[src/rtl/feel_ram.sv]
// Generic single-write, single-read synchronous RAM with registered read.
// No dependencies.
`default_nettype none
module feel_ram #(
    parameter int WIDTH = 8,
    parameter int DEPTH = 16
) (
    input  wire logic                     i_clk,
    input  wire logic                     i_we,
    input  wire logic [$clog2(DEPTH)-1:0] i_waddr,
    input  wire logic [WIDTH-1:0]         i_wdata,
    input  wire logic [$clog2(DEPTH)-1:0] i_raddr,
    output logic      [WIDTH-1:0]         o_rdata
);
    logic [WIDTH-1:0] r_mem [DEPTH];

    always_ff @(posedge i_clk) begin
        if (i_we) begin
            r_mem[i_waddr] <= i_wdata;
        end
        o_rdata <= r_mem[i_raddr];
    end
endmodule
`default_nettype wire

[config.mk]
export PLATFORM = sky130hd
export DESIGN_NAME = feel_ram
export DESIGN_NICKNAME = d
export VERILOG_FILES = /design/src/rtl/feel_ram.sv
export SDC_FILE = /design/constraint.sdc
export NUM_CORES = 1
export LEC_CHECK = 0
export ABC_AREA = 1
export BUFFER_PORTS_ARGS = -buffer_cell sky130_fd_sc_hd__buf_2
export CAP_MARGIN = 10
export CORE_MARGIN = 2
export CORE_UTILIZATION = 45
export CTS_BUF_LIST = sky130_fd_sc_hd__clkbuf_8 sky130_fd_sc_hd__clkbuf_16
export CTS_CLUSTER_DIAMETER = 80
export DETAILED_ROUTE_END_ITERATION = 6
export GPL_TIMING_DRIVEN = 0
export PLACE_DENSITY = 0.6
export SLEW_MARGIN = 30
export SYNTH_ARGS = -nofsm -noshare
export SYNTH_HDL_FRONTEND = slang
export SYNTH_SLANG_ARGS = --single-unit
export TNS_END_PERCENT = 100
[constraint.sdc]
create_clock -name i_clk -period 2.55 [get_ports i_clk]
set_input_delay 0.1275 -clock i_clk [delete_from_list [all_inputs] [get_ports i_clk]]
set_output_delay 0.1275 -clock i_clk [all_outputs]
set_load 0.05 [all_outputs]
After elaboration in Yosys (flattened, before gate mapping):

Memories as Yosys holds them, arrays and structs flattened. A register that Yosys moved wholly into a read port is not among the register bits.
Index checks and enable logic that the tools add are counted.

* output and inout bits: 8
* logic and storage cells: 3
* flip-flop bits (word level): 0
* bits in writable memories: 128
* memories kept: 1
* bits of input ports: 18

* muxes and demuxes: 2

Memory list
* r_mem: depth 16, bits a word 8, rd ports 1, clocked after Yosys merged registers in 1, write ports 1, RTL line 15 `logic [WIDTH-1:0] r_mem [DEPTH];`

Operators with widths (number)
* 1-bit 2-to-1 mux: 2

Logic depth before layout (Yosys ltp):

Gate-level depths: netlist of the first run.

* depth after elaboration: 2
* gate-level depth with buffers: 8
* depth with buffers taken out: 7

Worst setup path after synthesis of the first run:

No wires, ideal clock.

* path kind: in2reg
* start point: input port i_waddr[2]
* end point: memory r_mem[10][0], enable pin
* library setup time: 0.370 ns
* arrival time: 0.708 ns
* buffers on the path: 0
* setup slack: 1.472 ns
* required time: 2.180 ns
* stages: 2
* cell sequence: nand3b_1 nor2_1

RTL lines
* from (decl): RTL line 10 `input wire logic [$clog2(DEPTH)-1:0] i_waddr,`
* to (decl): RTL line 15

No word-level cell before the write port.

Worst setup path in the final report of the first run:

* start point: input port i_waddr[1]
* end point: memory r_mem[13][7], enable pin

No word-level cell before the write port.

==> results.py, run 1 <==
metrics = {
    "outcome": {
        "status": "completed",
    },
    "route": {
        "drtIter0Drc": 328,
        "dr.pass1.iters": 7,
        "antenna_left": 0,
        "vias": 3819,
        "postRouteWirelength_um": 13600,
        "via_per_inst": 4.92,
        "drc_errors": 0,
        "avgRoutedWirePerCell_um": 17.5,
    },
    "floorplanning": {
        "boundaryPins": 26,
        "start_util": 0.459,
        "core_region_area_um2": 12600,
        "rows": 41,
        "design.die.area_um2": 13700,
        "die_w_um": 117,
        "fp.dieH_um": 117,
    },
    "sta": {
        "rsz0062_at_grt": "no",
        "finalCritPeriodShare": 0.464,
        "finalClockSkew_ns": 0.00609,
        "max_freq_mhz": 844,
        "setup_violations": 0,
        "hold_viol": 0,
        "max_slew_margin": 0.363,
        "fin_tns_setup_ns": 0,
        "min_period_ns": 1.18,
        "maxSlewViolCount": 0,
        "worst_pin_slew_ns": 0.952,
    },
    "critical_path": {
        "crit_slowest_cell": "nor2_1",
        "r2r_setup_slack_ns": 1.50,
        "setup.worst_path.end_class": "flop",
        "worstPathCellList": "buf_2, inv_1, nand2_1, nor2_1",
        "worstPathMaxFanout": 8,
        "path_class": "in -> reg",
        "arrival_ns": 1.22,
        "max_stage_delay_ns": 0.77,
        "cp.required_ns": 2.58,
        "cp-start-kind": "primary input",
    },
    "logic_synthesis": {
        "synth_top_cell_by_area": "edfxtp_1",
        "synth_top_area_frac": 0.667,
        "yosys-top-cells-area": "edfxtp_1 (67%), nand2_1 (11%), nand3_1 (8.4%)",
        "synth-edff-count": 128,
        "yosysSeqAreaShare": 0.694,
        "synthArstFlopShare": 0,
        "ys_warn_count": 0,
        "syn_inst": 551,
        "syn_area_um2": 5770,
        "ys_types": 12,
        "ys_top_cells_by_count": "nand2_1 (173), edfxtp_1 (128), inv_1 (100)",
        "synth.most_common_cell": "nand2_1",
        "syn-num-nets": 569,
        "synth_ff_type": "edfxtp_1",
        "syn_area_per_cell_um2": 10.5,
        "ys_seq_elements": 136,
    },
    "grt": {
        "antenna_found_initial": 0,
        "overflow": 0,
        "grt_start_max_net_pins": 17,
        "grt_use_total": 0.217,
        "grt_pass1_vias": 3588,
        "grt_pass1_wl_um": 20900,
    },
    "placed_design": {
        "io_buffers": 22,
        "dp.cells": 745,
        "dpl_cell_area_um2": 6090,
        "gp_congestion": 0.940,
        "dpl.hpwl_um": 8840,
    },
    "clock_tree": {
        "clockBufferDepth": 2,
        "cts_tree": "built",
        "clk_pin_slew_ns": 0.05,
        "cts-root-buf": "clkbuf_16",
        "cts_hold_buf": 0,
        "cts_resized": 0,
        "numCtsBuffers": 17,
        "insertion_delay_ns": 0.41,
        "htreeDepth": 4,
        "clock-sinks": 136,
        "cts_setup_buffers": 0,
    },
    "final_layout": {
        "layout.cells.non_filler": 777,
        "diodes": 0,
        "fillCellCount": 1100,
        "multi_input_comb_area_um2": 1220,
        "final_util": 0.525,
        "final-seq-area_um2": 4000,
        "nNetsFinal": 610,
        "drive_above_1_share": 0.117,
        "stdcell_area_um2": 6590,
        "area_growth_pct": 14.3,
    },
    "power_and_ir_drop": {
        "p_leak_uw": 0.00286,
        "powerDensity_nw_per_um2": 750,
        "irDropWorstVdd_v": 0.000496,
        "p_total_uw": 4950,
    },
    "run": {
        "max-cap-violations": 0,
    },
    "worst_hold_path": {
        "min_path_type": "in -> reg",
    },
}
## layer usage
layer  track usage  part of all wire
met5             0                 0
met4        0.0784             0.020
met3        0.0433             0.068
met2         0.329              0.46
met1         0.312              0.45
## path summary, 6_finish.rpt
path / from / to / cells after the start
setup / recovery: i_waddr[1] / r_mem[13][7]$_DFFE_PP_ / 4
hold / removal: i_wdata[4] / r_mem[11][4]$_DFFE_PP_ / 1
setup reg to reg: r_mem[8][1]$_DFFE_PP_ / o_rdata[1]$_DFF_P_ / 6
hold reg to reg: r_mem[14][6]$_DFFE_PP_ / o_rdata[6]$_DFF_P_ / 6
## final cells by class
class | instances | share of cell area
Inverter | 102 | 0.0581
Clock inverter | 15 | 0.0112
Tap cell | 172 | 0.0326
Buffer | 24 | 0.0252
Clock buffer | 17 | 0.0645
Multi-Input combinational cell | 289 | 0.184
Timing Repair Buffer | 22 | 0.0167
Sequential cell | 136 | 0.607
## per-stage QoR
step / worst slack (ns) / hold slack (ns)
final: 1.37 / 0.132
after global routing: 1.26 / 0.139
after CTS: 1.32 / 0.124
after detailed placement: 0.878 / 0.553
after global placement: 0.910 / 0.534
after floorplan: 1.47 / 0.226
## logic make-up after synthesis
logic type	Yosys count	share of synthesized area
AND/OR/NAND/NOR	289	0.210
flip-flops	136	0.694
buffers and inverters	126	0.0952
## sequential cells by signal, indices dropped and copies added (netlist names)
register and count:
r_mem 128, o_rdata 8
## worst max-delay path: cells and delay by family
family / cells / cell delay [ns]
buf+inv: 2 / 0.17
simple gates: 2 / 0.91
## layout by cell type, fill, tap and decap left out
| cell | synthesis | layout |
|---|---|---|
| nand2_1 | 173 | 173 |
| buf_1 | 1 | 1 |
| nand3b_1 | 2 | 2 |
| buf_4 | 4 | 4 |
| inv_1 | 100 | 104 |
| buf_2 | 13 | 35 |
| buf_6 | 6 | 6 |
| dfxtp_1 | 8 | 8 |
| inv_2 | 2 | 2 |
| clkinv_1 | 0 | 5 |
| nor2_1 | 17 | 16 |
| nor2_2 | 0 | 1 |
| clkbuf_16 | 0 | 17 |
| nand3_1 | 97 | 97 |
| clkinvlp_4 | 0 | 4 |
| edfxtp_1 | 128 | 128 |
| clkinv_2 | 0 | 2 |
## power breakdown
part / total, uW / internal, uW / switching [uW]
clock: 2060 / 1200 / 861
sequential: 2510 / 2500 / 11.7
combinational: 373 / 96.2 / 277
Note: power is estimated with default switching activity, not from simulation.
==> inputs of run 2 (changes only) <==
Settings changed: PLACE_DENSITY 0.6 to 0.63.
Clock period 2.55 ns to 1 ns, I/O delays scaled along.
==> run 2 against run 1 <==
Compared with the run above: the run now ends with negative setup slack left; clock-buffer cell count is the same; total power increased to 2.7 times the previous value; critical path type unchanged; clock power increased to 2.8 times the previous value; largest power group unchanged; sequential cell count unchanged; first-iteration DRC count decreased by 8.8%; die area is the same; largest cell class unchanged.
==> results.py, run 2 (synthesis results as in run 1) <==
metrics = {
    "route": {
        "drc_errors": 0,
        "dr.pass1.iters": 5,
        "drtIter0Drc": 299,
        "vias": 3915,
        "avgRoutedWirePerCell_um": 17.7,
        "antenna_left": 0,
        "postRouteWirelength_um": 13700,
        "via_per_inst": 5.05,
    },
    "critical_path": {
        "cp-start-kind": "primary input",
        "max_stage_delay_ns": 0.67,
        "worstPathMaxFanout": 8,
        "setup.worst_path.end_class": "flop",
        "worstPathCellList": "buf_2, nand3b_1, nor2_1",
        "crit_slowest_cell": "nor2_1",
        "cp.required_ns": 1.05,
        "path_class": "in -> reg",
        "arrival_ns": 1.14,
    },
    "clock_tree": {
        "insertion_delay_ns": 0.42,
        "clk_pin_slew_ns": 0.06,
        "cts_hold_buf": 0,
        "cts-root-buf": "clkbuf_16",
        "cts_tree": "built",
        "clockBufferDepth": 2,
        "numCtsBuffers": 17,
        "cts_setup_buffers": 0,
        "clock-sinks": 136,
        "htreeDepth": 4,
    },
    "sta": {
        "setup_violations": 16,
        "max_slew_margin": 0.483,
        "rsz0062_at_grt": "yes",
        "worst_pin_slew_ns": 0.773,
        "fin_tns_setup_ns": -1.26,
        "finalCritPeriodShare": 1.09,
        "min_period_ns": 1.09,
        "finalClockSkew_ns": 0.00878,
        "setup_ws_ns": -0.0900,
        "hold_viol": 0,
        "max_freq_mhz": 917,
        "maxSlewViolCount": 0,
    },
    "final_layout": {
        "mostFrequentLayoutCells": "nand2_1 (165), edfxtp_1 (128), inv_1 (103)",
        "top_register": "r_mem",
        "reg_top3": "r_mem: 128 flops, o_rdata: 8 flops",
        "drive_above_1_share": 0.209,
        "area_growth_pct": 19.4,
        "diodes": 0,
        "final_common_cell": "nand2_1",
        "nNetsFinal": 610,
        "fillCellCount": 1068,
        "largest_reg_flops": 128,
        "final_util": 0.548,
        "stdcell_area_um2": 6890,
    },
    "grt": {
        "grt_pass1_vias": 3749,
        "grt_use_total": 0.219,
        "overflow": 0,
        "antenna_found_initial": 0,
        "grt_pass1_wl_um": 21100,
        "grt_start_max_net_pins": 17,
    },
    "power_and_ir_drop": {
        "irDropWorstVdd_v": 0.00113,
        "p_leak_uw": 0.00296,
        "powerDensity_nw_per_um2": 1920,
        "p_total_uw": 13200,
    },
    "floorplanning": {
        "design.die.area_um2": 13700,
        "core_region_area_um2": 12600,
        "rows": 41,
        "die_w_um": 117,
        "fp.dieH_um": 117,
        "start_util": 0.459,
        "boundaryPins": 26,
    },
    "outcome": {
        "failed_checks": "negative setup slack",
        "status": "finished with violations",
    },
    "run": {
        "max-cap-violations": 0,
    },
    "placed_design": {
        "dpl.hpwl_um": 8790,
        "io_buffers": 22,
        "gp_congestion": 0.924,
        "dpl_cell_area_um2": 6090,
    },
    "worst_hold_path": {
        "min_path_type": "in -> reg",
    },
}
==> run 2: through the flow <==
step	hold slack, ns	cells	setup WS, ns
CTS	0.0515	775	-0.0843
global route	0.0604	775	-0.196
global placement	0.477	745	-0.530
finish	0.0552	775	-0.0900
floorplan	0.149	551	-0.000845
detailed placement	0.481	745	-0.540
==> run 2: power breakdown <==
part / internal [uW] / total (uW) / leakage (uW) / switching [uW]
logic: 303 / 1070 / 0.00147 / 763
registers: 6380 / 6410 / 0.00122 / 36.6
clock network: 3570 / 5770 / 0.000271 / 2200
==> run 2: worst max-delay path, delay by kind of cell <==
family / cells / cell delay (ns)
AND/OR/NAND/NOR: 2 / 0.97
buffers and inverters: 1 / 0.12
==> run 2: what timing repair did <==
item / 4_1_cts / 5_1_grt
endpoints found under the setup margin: 67 / 74
gates resized for setup: 16 / 48
pin swaps: 0 / 17
==> run 2: cell type report <==
class                   count  area [um2]  share of cell area
plain buffers              24         166              0.0242
clock buffers              17         425              0.0618
clock inverters            13         118              0.0171
inverters                 102         383              0.0556
multi-input cells         289        1440               0.209
flip-flops and latches    136        4000               0.581
well taps                 172         215              0.0312
repair buffers             22         138              0.0200
==> run 2: final timing paths <==
| check | start | depth (start not counted) | to | slack (ns) |
|---|---|---|---|---|
| hold reg to reg | r_mem[15][3]$_DFFE_PP_ | 6 | o_rdata[3]$_DFF_P_ | 0.71 |
| setup reg to reg | r_mem[8][1]$_DFFE_PP_ | 6 | o_rdata[1]$_DFF_P_ | 0.02 |
| setup / recovery | i_waddr[3] | 3 | r_mem[7][0]$_DFFE_PP_ | -0.09 |
| hold / removal | i_wdata[4] | 1 | r_mem[11][4]$_DFFE_PP_ | 0.06 |
==> run 2: metal layers <==
metal  global-route usage  part of all wire  vias to the layer above
met5                    0                 0                        -
met4               0.0855             0.025                        0
met3               0.0572             0.092                       27
met2                0.341              0.47                      178
met1                0.296              0.41                     1859
li1                     -                 -                     1851
==> inputs of run 3 (changes only) <==
Settings changed: CTS_BUF_LIST sky130_fd_sc_hd__clkbuf_8 sky130_fd_sc_hd__clkbuf_16 to sky130_fd_sc_hd__clkbuf_4 sky130_fd_sc_hd__clkbuf_8 sky130_fd_sc_hd__clkbuf_16.
==> run 3 against run 2 <==
Compared with the run above: the run still ends with negative setup slack left; register-to-register slack about the same; clock-buffer cell count increased by 3; combinational power hardly changed; sequential power about the same; worst hold slack better by 0.0055 ns; sequential share of layout area shrank 0.095 points; sequential cell count unchanged; clock power grew 2%; clock skew fell by 0.0019 ns; cell count unchanged; worst setup slack better by 0.00052 ns; non-clock buffer count is the same.
==> results.py, run 3 (synthesis results as in run 1) <==
metrics = {
    "placed_design": {
        "io_buffers": 22,
        "dpl.hpwl_um": 8790,
        "gp_congestion": 0.924,
        "dpl_worst_slack_ns": -0.540,
    },
    "worst_hold_path": {
        "min_path_type": "in -> reg",
    },
    "clock_tree": {
        "numCtsBuffers": 17,
        "insertion_delay_ns": 0.42,
        "htreeDepth": 4,
        "cts-root-buf": "clkbuf_16",
        "cts_tree": "built",
        "clk_pin_slew_ns": 0.06,
        "cts_setup_buffers": 0,
        "clock-sinks": 136,
        "clockBufferDepth": 2,
    },
    "critical_path": {
        "crit_end": "r_mem[5][1]$_DFFE_PP_",
        "cp.depth": 3,
        "path_class": "in -> reg",
        "r2r_setup_slack_ns": 0.02,
        "arrival_ns": 1.13,
        "crit_family": "simple AND/OR/NAND/NOR gates",
        "worst_r2r_endpoint": "o_rdata[0]$_DFF_P_",
        "r2r-start": "r_mem[2][0]$_DFFE_PP_",
        "crit_slowest_cell": "nor2_1",
        "reg2reg_depth": 6,
        "max_stage_delay_ns": 0.66,
        "cp-start-kind": "primary input",
        "cp-startpoint": "i_waddr[3]",
        "cp.required_ns": 1.04,
        "worstPathMaxFanout": 8,
        "worstPathCellList": "buf_2, nand3b_1, nor2_1",
        "worst-path-buf-inv": 1,
        "setup.worst_path.end_class": "flop",
    },
    "sta": {
        "rsz0062_at_grt": "yes",
        "max_slew_margin": 0.488,
        "maxSlewViolCount": 0,
        "hold_ws_ns": 0.0607,
        "setup_ws_ns": -0.0895,
        "finalCritPeriodShare": 1.09,
        "worst_pin_slew_ns": 0.766,
        "setup_violations": 16,
        "hold_viol": 0,
        "min_period_ns": 1.09,
        "max_freq_mhz": 918,
        "finalClockSkew_ns": 0.00690,
    },
    "final_layout": {
        "top_register": "r_mem",
        "nNetsFinal": 610,
        "diodes": 0,
        "final_common_cell": "nand2_1",
        "mostFrequentLayoutCells": "nand2_1 (165), edfxtp_1 (128), inv_1 (100)",
        "area_growth_pct": 19.6,
        "reg_top3": "r_mem: 128 flops, o_rdata: 8 flops",
        "drive_above_1_share": 0.214,
        "largest_reg_flops": 128,
    },
    "outcome": {
        "status": "finished with violations",
        "failed_checks": "negative setup slack",
    },
    "floorplanning": {
        "core_region_area_um2": 12600,
        "design.die.area_um2": 13700,
        "die_w_um": 117,
        "start_util": 0.459,
        "boundaryPins": 26,
        "fp.dieH_um": 117,
        "rows": 41,
    },
    "route": {
        "vias": 3836,
        "drc_errors": 0,
        "antenna_left": 0,
        "postRouteWirelength_um": 13800,
        "dr.pass1.iters": 5,
        "drtIter0Drc": 337,
        "via_per_inst": 4.95,
        "avgRoutedWirePerCell_um": 17.8,
    },
    "grt": {
        "grt_pass1_wl_um": 21100,
        "grt_start_max_net_pins": 17,
        "grt_use_total": 0.220,
        "overflow": 0,
        "grt_pass1_vias": 3754,
        "antenna_found_initial": 0,
    },
    "power_and_ir_drop": {
        "irDropWorstVdd_v": 0.00113,
        "p_leak_uw": 0.00296,
        "powerDensity_nw_per_um2": 1930,
    },
    "run": {
        "max-cap-violations": 0,
    },
}
[run 3: worst min path at each step]
stage	cells after the start	slack, ns	to	start
after detailed placement	3	0.48	o_rdata[0]$_DFF_P_	i_raddr[3]
final	1	0.06	r_mem[10][4]$_DFFE_PP_	i_wdata[4]
after global placement	3	0.48	o_rdata[7]$_DFF_P_	i_raddr[3]
after global routing	1	0.06	r_mem[2][2]$_DFFE_PP_	i_wdata[2]
after CTS	1	0.05	r_mem[11][4]$_DFFE_PP_	i_wdata[4]
after floorplan	0	0.15	r_mem[0][0]$_DFFE_PP_	i_wdata[0]
[run 3: cell type report]
type / instances / area (um2)
multi-input cells: 289 / 1440
flip-flops and latches: 136 / 4000
plain buffers: 24 / 166
clock buffers: 20 / 448
inverters: 102 / 383
well taps: 172 / 215
clock inverters: 10 / 106
repair buffers: 22 / 138
fillers: 1071 / 5670
[run 3: what timing repair did]
action                                  4_1_cts  5_1_grt
cloned                                        0        0
pin swaps                                     0       17
hold buffers                                  0        0
gates resized for setup                      15       49
endpoints found under the setup margin       67       82
[run 3: worst reg2reg max path: cells and delay by family (launching register included)]
| family | cells | cell delay [ns] |
|---|---|---|
| flip-flops | 1 | 0.35 |
| AND/OR/NAND/NOR | 6 | 0.52 |
[run 3: through the flow]
stage | area, um2 | std cells | power (uW) | TNS [ns] | util
final | 6900 | 775 | 13300 | -1.28 | 0.549
after global routing | 6900 | 775 | 13700 | -3.13 | 0.549
after CTS | 6690 | 775 | 13300 | -1.48 | 0.532
after detailed placement | 6090 | 745 | 7460 | -53.92 | 0.485
after global placement | 6090 | 745 | 7440 | -52.34 | 0.485
after floorplan | 5770 | 551 | 7100 | -0.0540 | -
[run 3: per-layer routing]
metal / vias up / routed length, um / GRT usage
li1: 1851 / - / -
met5: - / 0 / 0
met1: 1821 / 5840 / 0.297
met3: 18 / 1140 / 0.0572
met4: 0 / 277 / 0.0855
met2: 146 / 6510 / 0.342
[run 3: power breakdown]
group | leakage [uW] | internal, uW | total (uW) | switching, uW
Clock | 0.000269 | 3680 | 5860 | 2170
Sequential | 0.00122 | 6380 | 6410 | 36.9
Combinational | 0.00147 | 303 | 1060 | 762
Total | 0.00296 | 10400 | 13300 | 2970
